File: src/rtl/aqrr_pkg.sv
`timescale 1ns / 1ps

package aqrr_pkg;

    localparam int AQRR_TABLE_DEPTH = 64;
    localparam int AQRR_TIME_BITS   = 16;

    localparam int TASK_W     = 6;
    localparam int FIELD_W    = 16;
    localparam int IN_DATA_W  = 24;
    localparam int OUT_DATA_W = 56;

    localparam int STEP_W = 4;

    typedef logic [STEP_W-1:0] step_t;

    localparam step_t ST_IDLE     = 4'd0;
    localparam step_t ST_SUM      = 4'd1;
    localparam step_t ST_SUM_END  = 4'd2;
    localparam step_t ST_DIV_INIT = 4'd3;
    localparam step_t ST_DIV      = 4'd4;
    localparam step_t ST_SL_RD    = 4'd5;
    localparam step_t ST_SL_EMIT  = 4'd6;
    localparam step_t ST_DONE     = 4'd7;
    localparam step_t ST_EMPTY    = 4'd8;

    typedef enum logic [2:0] {
        C_NEXT,
        C_JUMP,
        C_NO_DISP,
        C_NOT_LAST,
        C_CNT_ZERO,
        C_DIV_BUSY
    } cond_t;

    typedef struct packed {
        logic  ready;
        logic  rd_en;
        logic  acc;
        logic  clr_acc;
        logic  clr_idx;
        logic  idx_inc;
        logic  div_init;
        logic  div_step;
        logic  slice;
        logic  emit_idle;
        logic  hold_en;
        cond_t cond;
        step_t target;
    } cw_t;

    typedef struct packed {
        logic dispatch;
        logic idx_last;
        logic cnt_zero;
        logic div_busy;
        logic hold;
    } stat_t;

    function automatic cw_t ucode_rom(input step_t s);
        cw_t w;
        w = '0;
        w.cond = C_NEXT;
        w.target = ST_IDLE;
        case (s)
            ST_IDLE:
            begin
                w.ready   = 1'b1;
                w.clr_acc = 1'b1;
                w.clr_idx = 1'b1;
                w.cond    = C_NO_DISP;
                w.target  = ST_IDLE;
            end
            ST_SUM:
            begin
                w.rd_en   = 1'b1;
                w.acc     = 1'b1;
                w.idx_inc = 1'b1;
                w.cond    = C_NOT_LAST;
                w.target  = ST_SUM;
            end
            ST_SUM_END:
            begin
                w.acc = 1'b1;
            end
            ST_DIV_INIT:
            begin
                w.div_init = 1'b1;
                w.clr_idx  = 1'b1;
                w.cond     = C_CNT_ZERO;
                w.target   = ST_EMPTY;
            end
            ST_DIV:
            begin
                w.div_step = 1'b1;
                w.cond     = C_DIV_BUSY;
                w.target   = ST_DIV;
            end
            ST_SL_RD:
            begin
                w.rd_en = 1'b1;
            end
            ST_SL_EMIT:
            begin
                w.slice   = 1'b1;
                w.idx_inc = 1'b1;
                w.hold_en = 1'b1;
                w.cond    = C_NOT_LAST;
                w.target  = ST_SL_RD;
            end
            ST_DONE:
            begin
                w.cond   = C_JUMP;
                w.target = ST_IDLE;
            end
            ST_EMPTY:
            begin
                w.emit_idle = 1'b1;
                w.hold_en   = 1'b1;
                w.cond      = C_JUMP;
                w.target    = ST_IDLE;
            end
            default:
            begin
                w.cond   = C_JUMP;
                w.target = ST_IDLE;
            end
        endcase
        return w;
    endfunction

endpackage

File: src/rtl/aqrr_ram.sv
`timescale 1ns / 1ps

module aqrr_ram #(
    parameter int WIDTH = 16,
    parameter int DEPTH = 64
) (
    input  logic                     clk,
    input  logic                     we,
    input  logic [$clog2(DEPTH)-1:0] waddr,
    input  logic [WIDTH-1:0]         wdata,
    input  logic [$clog2(DEPTH)-1:0] raddr,
    output logic [WIDTH-1:0]         rdata
);

    logic [WIDTH-1:0] mem [DEPTH];

    always_ff @(posedge clk)
    begin
        if (we)
        begin
            mem[waddr] <= wdata;
        end
        rdata <= mem[raddr];
    end

endmodule

File: src/rtl/aqrr_seq.sv
`timescale 1ns / 1ps

module aqrr_seq
    import aqrr_pkg::*;
(
    input  logic  clk,
    input  logic  rst_n,
    input  stat_t st,
    output cw_t   cw
);

    step_t step_reg;
    step_t step_next;
    logic  take;

    assign cw = ucode_rom(step_reg);

    always_comb
    begin
        case (cw.cond)
            C_NEXT:     take = 1'b0;
            C_JUMP:     take = 1'b1;
            C_NO_DISP:  take = !st.dispatch;
            C_NOT_LAST: take = !st.idx_last;
            C_CNT_ZERO: take = st.cnt_zero;
            C_DIV_BUSY: take = st.div_busy;
            default:    take = 1'b1;
        endcase
        if (cw.hold_en && st.hold)
        begin
            step_next = step_reg;
        end
        else if (take)
        begin
            step_next = cw.target;
        end
        else
        begin
            step_next = step_reg + step_t'(1);
        end
    end

    always_ff @(posedge clk or negedge rst_n)
    begin
        if (!rst_n)
        begin
            step_reg <= ST_IDLE;
        end
        else
        begin
            step_reg <= step_next;
        end
    end

endmodule

File: src/rtl/aqrr_dp.sv
`timescale 1ns / 1ps

module aqrr_dp
    import aqrr_pkg::*;
#(
    parameter int TABLE_DEPTH = AQRR_TABLE_DEPTH,
    parameter int TIME_BITS   = AQRR_TIME_BITS
) (
    input  logic                  clk,
    input  logic                  rst_n,
    input  cw_t                   cw,
    output stat_t                 st,
    input  logic                  s_tvalid,
    output logic                  s_tready,
    input  logic [IN_DATA_W-1:0]  s_tdata,
    input  logic                  s_tuser,
    output logic                  m_tvalid,
    input  logic                  m_tready,
    output logic [OUT_DATA_W-1:0] m_tdata,
    output logic                  m_tuser,
    output logic                  m_tlast
);

    localparam int IDX_W      = $clog2(TABLE_DEPTH);
    localparam int CNT_W      = $clog2(TABLE_DEPTH + 1);
    localparam int SUM_W      = TIME_BITS + IDX_W;
    localparam int DCNT_W     = $clog2(SUM_W);
    localparam int TASK_CMP_W = TASK_W + 1;

    logic                 xfer_in;
    logic                 load;
    logic [TASK_W-1:0]    in_task;
    logic [FIELD_W-1:0]   in_time;
    logic [TIME_BITS-1:0] rdata;
    logic [TIME_BITS-1:0] ent;
    logic [TIME_BITS-1:0] q;
    logic [TIME_BITS-1:0] grant;
    logic [TIME_BITS-1:0] left;
    logic                 active;
    logic                 out_free;
    logic                 hold;
    logic                 advance;
    logic                 do_slice;
    logic                 do_empty;
    logic                 acc_hit;
    logic                 ram_we;
    logic [IDX_W-1:0]     ram_waddr;
    logic [TIME_BITS-1:0] ram_wdata;
    logic [CNT_W:0]       trial;

    logic [TABLE_DEPTH-1:0] valid_reg, valid_next;
    logic [IDX_W-1:0]       idx_reg, idx_next;
    logic [IDX_W-1:0]       pipe_idx_reg, pipe_idx_next;
    logic                   pipe_vld_reg, pipe_vld_next;
    logic [SUM_W-1:0]       sum_reg, sum_next;
    logic [CNT_W-1:0]       cnt_reg, cnt_next;
    logic [CNT_W-1:0]       n_reg, n_next;
    logic [CNT_W-1:0]       rem_reg, rem_next;
    logic [DCNT_W-1:0]      dcnt_reg, dcnt_next;
    logic                   out_vld_reg, out_vld_next;
    logic [TASK_W-1:0]      task_reg, task_next;
    logic [FIELD_W-1:0]     grant_reg, grant_next;
    logic [FIELD_W-1:0]     left_reg, left_next;
    logic                   fin_reg, fin_next;
    logic [FIELD_W-1:0]     quant_reg, quant_next;
    logic                   sval_reg, sval_next;
    logic                   last_reg, last_next;

    assign s_tready = cw.ready;
    assign in_task  = s_tdata[TASK_W-1:0];
    assign in_time  = s_tdata[TASK_W+FIELD_W-1:TASK_W];
    assign xfer_in  = s_tvalid && cw.ready;
    assign load     = xfer_in && !s_tuser
                      && ({1'b0, in_task} < TASK_CMP_W'(TABLE_DEPTH));

    assign ent      = valid_reg[idx_reg] ? rdata : '0;
    assign active   = (ent != '0);
    assign q        = sum_reg[TIME_BITS-1:0];
    assign grant    = (ent <= q) ? ent : q;
    assign left     = ent - grant;
    assign out_free = !out_vld_reg || m_tready;
    assign hold     = ((cw.slice && active) || cw.emit_idle) && !out_free;
    assign advance  = !(cw.hold_en && hold);
    assign do_slice = cw.slice && active && advance;
    assign do_empty = cw.emit_idle && advance;
    assign acc_hit  = cw.acc && pipe_vld_reg && valid_reg[pipe_idx_reg] && (rdata != '0);
    assign trial    = {rem_reg, sum_reg[SUM_W-1]};

    assign ram_we    = load || do_slice;
    assign ram_waddr = load ? in_task[IDX_W-1:0] : idx_reg;
    assign ram_wdata = load ? TIME_BITS'(in_time) : left;

    aqrr_ram #(
        .WIDTH (TIME_BITS),
        .DEPTH (TABLE_DEPTH)
    ) u_table (
        .clk   (clk),
        .we    (ram_we),
        .waddr (ram_waddr),
        .wdata (ram_wdata),
        .raddr (idx_reg),
        .rdata (rdata)
    );

    assign st.dispatch = xfer_in && s_tuser;
    assign st.idx_last = (idx_reg == IDX_W'(TABLE_DEPTH - 1));
    assign st.cnt_zero = (cnt_reg == '0);
    assign st.div_busy = (dcnt_reg != '0);
    assign st.hold     = hold;

    always_comb
    begin
        valid_next    = valid_reg;
        idx_next      = idx_reg;
        pipe_idx_next = idx_reg;
        pipe_vld_next = cw.rd_en && cw.acc;
        sum_next      = sum_reg;
        cnt_next      = cnt_reg;
        n_next        = n_reg;
        rem_next      = rem_reg;
        dcnt_next     = dcnt_reg;
        out_vld_next  = out_vld_reg && !m_tready;
        task_next     = task_reg;
        grant_next    = grant_reg;
        left_next     = left_reg;
        fin_next      = fin_reg;
        quant_next    = quant_reg;
        sval_next     = sval_reg;
        last_next     = last_reg;

        if (load)
        begin
            valid_next[in_task[IDX_W-1:0]] = 1'b1;
        end
        if (cw.clr_acc)
        begin
            sum_next = '0;
            cnt_next = '0;
            n_next   = '0;
        end
        if (cw.clr_idx)
        begin
            idx_next = '0;
        end
        if (cw.idx_inc && advance)
        begin
            idx_next = idx_reg + IDX_W'(1);
        end
        if (acc_hit)
        begin
            sum_next = sum_reg + SUM_W'(rdata);
            cnt_next = cnt_reg + CNT_W'(1);
        end
        if (cw.div_init)
        begin
            rem_next  = '0;
            dcnt_next = DCNT_W'(SUM_W - 1);
        end
        if (cw.div_step)
        begin
            if (trial >= {1'b0, cnt_reg})
            begin
                rem_next = CNT_W'(trial - {1'b0, cnt_reg});
                sum_next = {sum_reg[SUM_W-2:0], 1'b1};
            end
            else
            begin
                rem_next = trial[CNT_W-1:0];
                sum_next = {sum_reg[SUM_W-2:0], 1'b0};
            end
            dcnt_next = dcnt_reg - DCNT_W'(1);
        end
        if (do_slice)
        begin
            out_vld_next = 1'b1;
            task_next    = TASK_W'(idx_reg);
            grant_next   = FIELD_W'(grant);
            left_next    = FIELD_W'(left);
            fin_next     = (left == '0);
            quant_next   = FIELD_W'(q);
            sval_next    = 1'b1;
            last_next    = ((n_reg + CNT_W'(1)) == cnt_reg);
            n_next       = n_reg + CNT_W'(1);
        end
        if (do_empty)
        begin
            out_vld_next = 1'b1;
            task_next    = '0;
            grant_next   = '0;
            left_next    = '0;
            fin_next     = 1'b0;
            quant_next   = FIELD_W'(1);
            sval_next    = 1'b0;
            last_next    = 1'b1;
        end
    end

    always_ff @(posedge clk or negedge rst_n)
    begin
        if (!rst_n)
        begin
            valid_reg    <= '0;
            idx_reg      <= '0;
            pipe_vld_reg <= 1'b0;
            sum_reg      <= '0;
            cnt_reg      <= '0;
            n_reg        <= '0;
            dcnt_reg     <= '0;
            out_vld_reg  <= 1'b0;
        end
        else
        begin
            valid_reg    <= valid_next;
            idx_reg      <= idx_next;
            pipe_vld_reg <= pipe_vld_next;
            sum_reg      <= sum_next;
            cnt_reg      <= cnt_next;
            n_reg        <= n_next;
            dcnt_reg     <= dcnt_next;
            out_vld_reg  <= out_vld_next;
        end
    end

    always_ff @(posedge clk)
    begin
        pipe_idx_reg <= pipe_idx_next;
        rem_reg      <= rem_next;
        task_reg     <= task_next;
        grant_reg    <= grant_next;
        left_reg     <= left_next;
        fin_reg      <= fin_next;
        quant_reg    <= quant_next;
        sval_reg     <= sval_next;
        last_reg     <= last_next;
    end

    assign m_tvalid = out_vld_reg;
    assign m_tdata  = {1'b0, quant_reg, fin_reg, left_reg, grant_reg, task_reg};
    assign m_tuser  = sval_reg;
    assign m_tlast  = last_reg;

endmodule

File: src/rtl/average_quantum_round_robin_top.sv
`timescale 1ns / 1ps
// Round-robin dispatcher with a quantum equal to the average remaining time.
// Input stream (s_*): tuser = opcode, tdata = task_id and run_time.
//   A load writes one entry of the remaining-time table. A dispatch
//   produces one transfer per active task on m_*, in task order, with
//   tlast on the final one; an idle table gives one empty transfer
//   (tuser low, quantum 1).
// Output stream (m_*): tuser = slice_valid, tlast = last, tdata holds the
//   slice fields. A single output register holds a result while the receiver
//   stalls; the sequencer waits on that step and resumes when it drains.
// Dispatch steps: a sum pass over the table, a bit-serial divide of the sum
// by the count of active tasks, then a slice pass that reads and updates
// each table entry in turn. The single table port sets the pace of both
// passes.
// Only one item is in work at a time; s_tready is high only between rounds.
// Reset clears every table entry to inactive through per-entry valid flops
// and empties the output register; no clearing pass is needed.
module average_quantum_round_robin_top
    import aqrr_pkg::*;
#(
    parameter int TABLE_DEPTH = AQRR_TABLE_DEPTH,
    parameter int TIME_BITS   = AQRR_TIME_BITS
) (
    input  logic                  clk,
    input  logic                  rst_n,
    input  logic                  s_tvalid,
    output logic                  s_tready,
    input  logic [IN_DATA_W-1:0]  s_tdata,   // task_id[5:0], run_time[21:6], zero pad
    input  logic                  s_tuser,   // opcode
    output logic                  m_tvalid,
    input  logic                  m_tready,
    output logic [OUT_DATA_W-1:0] m_tdata,   // slice_task[5:0], granted_time[21:6],
                                             // time_left[37:22], finished[38],
                                             // quantum[54:39], zero pad
    output logic                  m_tuser,   // slice_valid
    output logic                  m_tlast
);

    cw_t   cw;
    stat_t st;

    aqrr_seq u_seq (
        .clk   (clk),
        .rst_n (rst_n),
        .st    (st),
        .cw    (cw)
    );

    aqrr_dp #(
        .TABLE_DEPTH (TABLE_DEPTH),
        .TIME_BITS   (TIME_BITS)
    ) u_dp (
        .clk      (clk),
        .rst_n    (rst_n),
        .cw       (cw),
        .st       (st),
        .s_tvalid (s_tvalid),
        .s_tready (s_tready),
        .s_tdata  (s_tdata),
        .s_tuser  (s_tuser),
        .m_tvalid (m_tvalid),
        .m_tready (m_tready),
        .m_tdata  (m_tdata),
        .m_tuser  (m_tuser),
        .m_tlast  (m_tlast)
    );

endmodule
File: config.mk
export PLATFORM = sky130hd
export DESIGN_NAME = average_quantum_round_robin_top
export DESIGN_NICKNAME = d
export VERILOG_FILES = /design/src/rtl/aqrr_pkg.sv /design/src/rtl/aqrr_ram.sv /design/src/rtl/aqrr_seq.sv /design/src/rtl/aqrr_dp.sv /design/src/rtl/average_quantum_round_robin_top.sv
export SDC_FILE = /design/constraint.sdc
export NUM_CORES = 1
export LEC_CHECK = 0
export BUFFER_PORTS_ARGS = -buffer_cell sky130_fd_sc_hd__buf_2
export CORE_ASPECT_RATIO = 0.5
export CORE_MARGIN = 2
export CORE_UTILIZATION = 30
export CTS_CLUSTER_SIZE = 14
export DETAILED_ROUTE_END_ITERATION = 8
export PLACE_DENSITY_LB_ADDON = 0.1
export SYNTH_ARGS = -nofsm -noshare
export SYNTH_HDL_FRONTEND = slang
export SYNTH_SLANG_ARGS = --single-unit
File: constraint.sdc
create_clock -name clk -period 8.5 [get_ports clk]
set_input_delay 0.425 -clock clk [delete_from_list [all_inputs] [get_ports clk]]
set_output_delay 0.425 -clock clk [all_outputs]
set_load 0.02 [all_outputs]
# ---- Word-level counts from Yosys, hierarchy flattened
# Memory sizes are Yosys's and may differ from the RTL's. A register that Yosys moved wholly into a read port is not among the register bits.
# Cells that the tools add are included.
dict set report word_totals {
  reg_bits 187
  latch_bits 0
  ramBits 1024
  mem_bits_ro 0
  input_bits 29
  memories 1
}
dict set report op_classes {
  n_addsub 8
  multipliers 0
  div 0
  n_lt_le_gt_ge 6
  n_eq_ne 13
  n_shift 0
  mux 41
  bitwise 1
  n_reduce_logical 43
}
# name depth word_bits read_ports rd_ports_with_merged_regs wr line
set mem_list {}
lappend mem_list {u_dp.u_table.mem 64 16 1 1 1 aqrr_ram.sv:15} ;# logic [WIDTH-1:0] mem [DEPTH];
# op n
set ops {}
lappend ops {{two-way mux 22 bit} 3}
lappend ops {{bitwise OR 64 bit} 1}
lappend ops {{two-way mux 16 bit} 3}
lappend ops {{two-way mux 7 bit} 6}
lappend ops {{case mux 7 bit (6 select lines)} 1}
lappend ops {{nonzero test 16 bit} 2}
lappend ops {{adder 22 x 16 -> 22 bit} 1}
lappend ops {{less-than comparator 6 x 7 -> 1 bit, second input constant} 3}
lappend ops {{two-way mux 1 bit} 18}
lappend ops {{two-way mux 6 bit} 3}
lappend ops {{less-or-equal comparator 16 bit} 1}
lappend ops {{zero test 16 bit} 1}
lappend ops {{subtractor 16 bit} 1}
lappend ops {{logical AND 1 bit} 15}
lappend ops {{adder 7 x 1 -> 7 bit, second input constant} 2}
lappend ops {{binary-select mux 1 bit (select 6 bit)} 2}
lappend ops {{== test 4 x 3 -> 1 bit, second input constant} 3}
lappend ops {{OR reduction 2 bit} 6}
lappend ops {{two-way mux 5 bit} 2}
lappend ops {{== test 4 x 2 -> 1 bit, second input constant} 2}
lappend ops {{>= comparator 8 x 7 -> 1 bit} 1}
lappend ops {{nonzero test 2 bit} 4}
lappend ops {{== test 7 bit} 1}
lappend ops {{zero test 1 bit} 7}
lappend ops {{other kinds (19)} 23}

# ---- Longest topological paths before layout
dict set report logic_depth {
  ltp_word 13
  depth_mapped 36
  ltp_nobuf 30
}

# ---- Cells and area by module
# From an unflattened synthesis, not the netlist that was laid out.
dict set report hier_totals {
  cells_unflattened 3192
  area_unflattened_um2 52171.3
}
# module n_inst cells_each area_per_inst_um2
set by_module_without_submodules {}
lappend by_module_without_submodules {aqrr_ram 1 1829 40042.2}
lappend by_module_without_submodules {aqrr_dp 1 1295 11567.3}
lappend by_module_without_submodules {aqrr_seq 1 68 561.8}

# ---- Worst setup path after synthesis
# Ideal clock, no wire load.
dict set report synth_path {
  kind {register -> register}
  startpoint {register u_dp.idx_reg[0]}
  endpoint {memory u_dp.u_table.mem[0][10] (data pin)}
  setup_ns 0.549
  arrival_time_ns 8.268
  required_ns 7.951
  slack_ns -0.316
  path_stages_with_launch 35
  path_cell_list {dfrtp_1 -> buf_4 -> mux4_2 -> a22oi_1 -> o31ai_1 -> or4_1 -> buf_2 -> and2_4 -> buf_6 -> nand2_1 -> inv_1 -> ha_1 -> and4_1 -> nand3_1 -> a311o_1 -> and4_1 -> nor2_1 -> clkbuf_1 -> buf_1 -> nand2_1 -> o21ai_0 -> ha_1 -> inv_1 -> fa_1 -> a21o_1 -> a21oi_1 -> nor2b_1 -> nor2_1 -> nand3_1 -> o311a_1 -> a21oi_1 -> nor2_1 -> mux2_1 -> o211a_1 -> a21oi_1}
}
dict set report synth_via {
  elab_chain_len 7
}
# element line
set synth_rtl {}
lappend synth_rtl {{start, declared} aqrr_dp.sv:52} ;# logic [IDX_W-1:0] idx_reg, idx_next;
lappend synth_rtl {{start signal, assigned} aqrr_dp.sv:214} ;# idx_reg <= idx_next;
lappend synth_rtl {{binary-select mux 1 bit (select 6 bit) (*)} aqrr_dp.sv:76} ;# assign ent = valid_reg[idx_reg] ? rdata : '0;
lappend synth_rtl {{two-way mux 1 bit (not written as such) (*)} aqrr_dp.sv:76}
lappend synth_rtl {{two-way mux 16 bit (*)} aqrr_dp.sv:76}
lappend synth_rtl {{less-or-equal comparator 16 bit} aqrr_dp.sv:79} ;# assign grant = (ent <= q) ? ent : q;
lappend synth_rtl {{two-way mux 16 bit (*)} aqrr_dp.sv:79}
lappend synth_rtl {{net u_dp.grant[0]} aqrr_dp.sv:37} ;# logic [TIME_BITS-1:0] grant;
lappend synth_rtl {{subtractor 16 bit (*)} aqrr_dp.sv:80} ;# assign left = ent - grant;
lappend synth_rtl {{two-way mux 16 bit (*)} aqrr_dp.sv:91} ;# assign ram_wdata = load ? TIME_BITS'(in_time) : left;
lappend synth_rtl {{net u_dp.ram_wdata[10]} aqrr_dp.sv:48} ;# logic [TIME_BITS-1:0] ram_wdata;
lappend synth_rtl {{end, declared} aqrr_ram.sv:15}
# Mark *: on every way through the listed nets, which the timed path passes. The rest lies on a longest branch. The select of a mux whose other input is x is not followed.

# ---- Worst setup path after layout
dict set report layout_path {
  startpoint {register u_dp.idx_reg[2]}
  endpoint {memory u_dp.u_table.mem[20][14] (data pin)}
}
# Same word-level chain as after synthesis.

==> out/qor.yml <==
antenna_found_initial: 9
post-route-min-period_ns: 7.91
slew_headroom_pct: 21.7
ys_seq_elements: 1227
ios: 89
power.internal_uw: 16500
comb_power_share_pct: 36.9
synthTopCellsByArea: "edfxtp_1, mux4_2, dfrtp_1"
hold_class: "in2reg"
hpwl_mm: 89.2
clock.fmax_mhz: 126
initial_utilization_pct: 30.4
p_switching_uw: 9460
worst_ep_arrival_time_ns: 8.47
numPortBuffers: 85
p_leak_uw: 0.0191
yosysSeqAreaShare_pct: 69.6
grt_usage_pct: 17.2
grt_pass1_wl_mm: 212
layout-drive-gt1-share_pct: 26.3
powerDensity_nw_per_um2: 441
area_delta_synth_final_pct: 15.4
grt_pass1_vias: 27900
first_pass_iters: 5
cts.clk_slew.worst_paths_ns: 0.06
seqCellArea_um2: 35500
critPathTopFamily: "simple AND/OR/NAND/NOR gates"
p_sw_share_pct: 36.5
status: "completed"
place.gp.congestion: 0.804
vias: 27500
hold_viol: 0
synth_top_flop_cell: "edfxtp_1"
yosysWarnings: 0
setup.worst_path.start_class: "flop"
netlist.area_leader.share_pct: 60.7
fillers: 15900
ant_nets: 0
avgRoutedWirePerCell_um: 27.8
final_cell_mix: "edfxtp_1, mux4_2, nand2_1"
endpoint_kind: "flop"
cts_setup_buffers: 0
wl_mm: 150
tritoncts: "yes"
setup_tns_ns: 0
drc: 0
synth-edff-count: 1031
final_common_cell: "edfxtp_1"
cts_made_buffers: 117
postSynth.asyncResetShare_pct: 9.54
max_slew.worst_pin.slew_ns: 1.17
rows: 106
yosys.area.top_type: "edfxtp_1"
fin_skew_ns: 0.0542
clockBufferDepth: 3
die_y_um: 295
synth_area_um2: 51000
clkLatencyLatePin_ns: 0.76
drt_first_iter_violations: 2145
path_max_fanout: 25
syn_area_per_cell_um2: 17.7
grt_overflow: 0
yosysUniqueCellTypes: 78
power_frac_seq_pct: 42.3
max_stage_delay_ns: 0.70
grt_setup_unrepaired: "no"
die_area_um2: 173000
min_period_over_period_pct: 93.1
numClockSinks: 1227
multi_input_area_um2: 15100
cpMostUsedCell: "nand2_1"
via_per_inst: 5.11
netlist_instances: 2873
largest_reg_flops: 1024
clock-root-buffer: "clkbuf_16"
grt_max_degree: 104
cp_slowest_cell: "dfrtp_4"
critical_path_class: "reg2reg"
setup_viol: 0
p_clk_share_pct: 20.8
critPathRequiredTime_ns: 9.06
die_x_um: 587
cts-htree-levels: 3
nets: 3098
slew_violations: 0
ir_drop_v: 0.000988
core_area_um2: 168000
critPathBufInv: 3
syn_nets: 2962
finish.utilization_pct: 35.0
cap_violations: 0
## area by class of cell
cell class / count / share of cell area, %
flip-flops and latches: 1227 / 60.3
multi-input cells: 1429 / 25.6
clock buffers: 148 / 5.25
well taps: 2268 / 4.83
repair buffers: 175 / 2.16
clock inverters: 75 / 1.42
inverters: 59 / 0.377
diodes: 2 / 0.00851
## synth_stat cells (8+ instances only)
| library cell | instances |
|---|---|
| a211oi_1 | 20 |
| and3_1 | 20 |
| mux4_2 | 363 |
| and2_1 | 8 |
| o22ai_1 | 8 |
| a21oi_1 | 91 |
| clkbuf_1 | 111 |
| a31oi_1 | 10 |
| nor2_1 | 191 |
| dfxtp_1 | 79 |
| edfxtp_1 | 1031 |
| o21ai_0 | 77 |
| nor2b_1 | 17 |
| mux2i_1 | 17 |
| buf_2 | 9 |
| o21bai_1 | 37 |
| xnor2_1 | 30 |
| o31ai_1 | 16 |
| inv_1 | 58 |
| o211ai_1 | 10 |
| nand4_1 | 11 |
| dfrtp_1 | 117 |
| nand2_1 | 178 |
| nor3_1 | 23 |
| ha_1 | 57 |
| buf_1 | 32 |
| nand2b_1 | 20 |
| nand3_1 | 45 |
| a21o_1 | 46 |
| xor2_1 | 15 |
## tightest hold or removal path: stages
cell      delay [ns]
buf_2           0.07
nand2b_1        0.29
nand2_1         0.08
## final timing paths
path,cells past startpoint,start,endpoint,slack [ns]
worst max-delay path,31,u_dp.idx_reg[2],u_dp.u_table.mem[20][14],0.59
worst min-delay path,3,m_tready,u_dp.m_tvalid,0.20
worst max register to register,31,u_dp.idx_reg[2],u_dp.u_table.mem[20][14],0.59
worst min register to register,2,u_dp.task_reg[0],u_dp.task_reg[0],0.45
max in group asynchronous,3,rst_n,u_dp.cnt_reg[6],6.88
min in group asynchronous,2,rst_n,u_dp.valid_reg[35],0.39
## power by group through the flow
stage / combinational (µW) / sequential [µW] / clock (µW)
after floorplan: 5160 / 11100 / 0
after global placement: 9540 / 11100 / 0
after detailed placement: 9790 / 11100 / 0
after CTS: 9810 / 11000 / 5540
after global routing: 10500 / 11000 / 5780
final: 9560 / 11000 / 5390
## layer usage
metal	track usage, %	part of all wire, %	wire length (µm)
met5	0	0	0
met4	3.42	1.6	2400
met3	2.46	4.3	6410
met2	27.5	47	70600
met1	24.9	47	70500
## logic make-up after synthesis
family / Yosys count / synth area share (%)
other: 1 / 0.00736
AND/OR/NAND/NOR: 560 / 5.04
buffers and inverters: 217 / 1.69
AO/OA/AOI/OAI: 371 / 4.77
flip-flops: 1227 / 69.6
adder cells (fa/ha/maj): 63 / 1.58
XOR/XNOR: 45 / 0.773
multiplexers: 389 / 16.6
## repair_timing
item | 4_1_cts | 5_1_grt
endpoints found under the hold margin | 70 | 0
hold buffers | 1 | 0
endpoints found under the setup margin | 0 | 46
resized for setup | 0 | 1
## stage by stage
stage	hold WS (ns)	setup WS, ns	cell area, µm²	instances	power, µW
2_1_floorplan	0.129	0.0448	51000	2873	16300
3_3_place_gp	0.444	0.449	54900	5157	20600
3_5_place_dp	0.445	0.412	54900	5157	20900
4_1_cts	0.153	0.386	58800	5381	26300
5_1_grt	0.209	0.0476	58800	5381	27200
6_report	0.203	0.585	58800	5383	25900
Note: power is estimated with default switching activity, not from simulation.
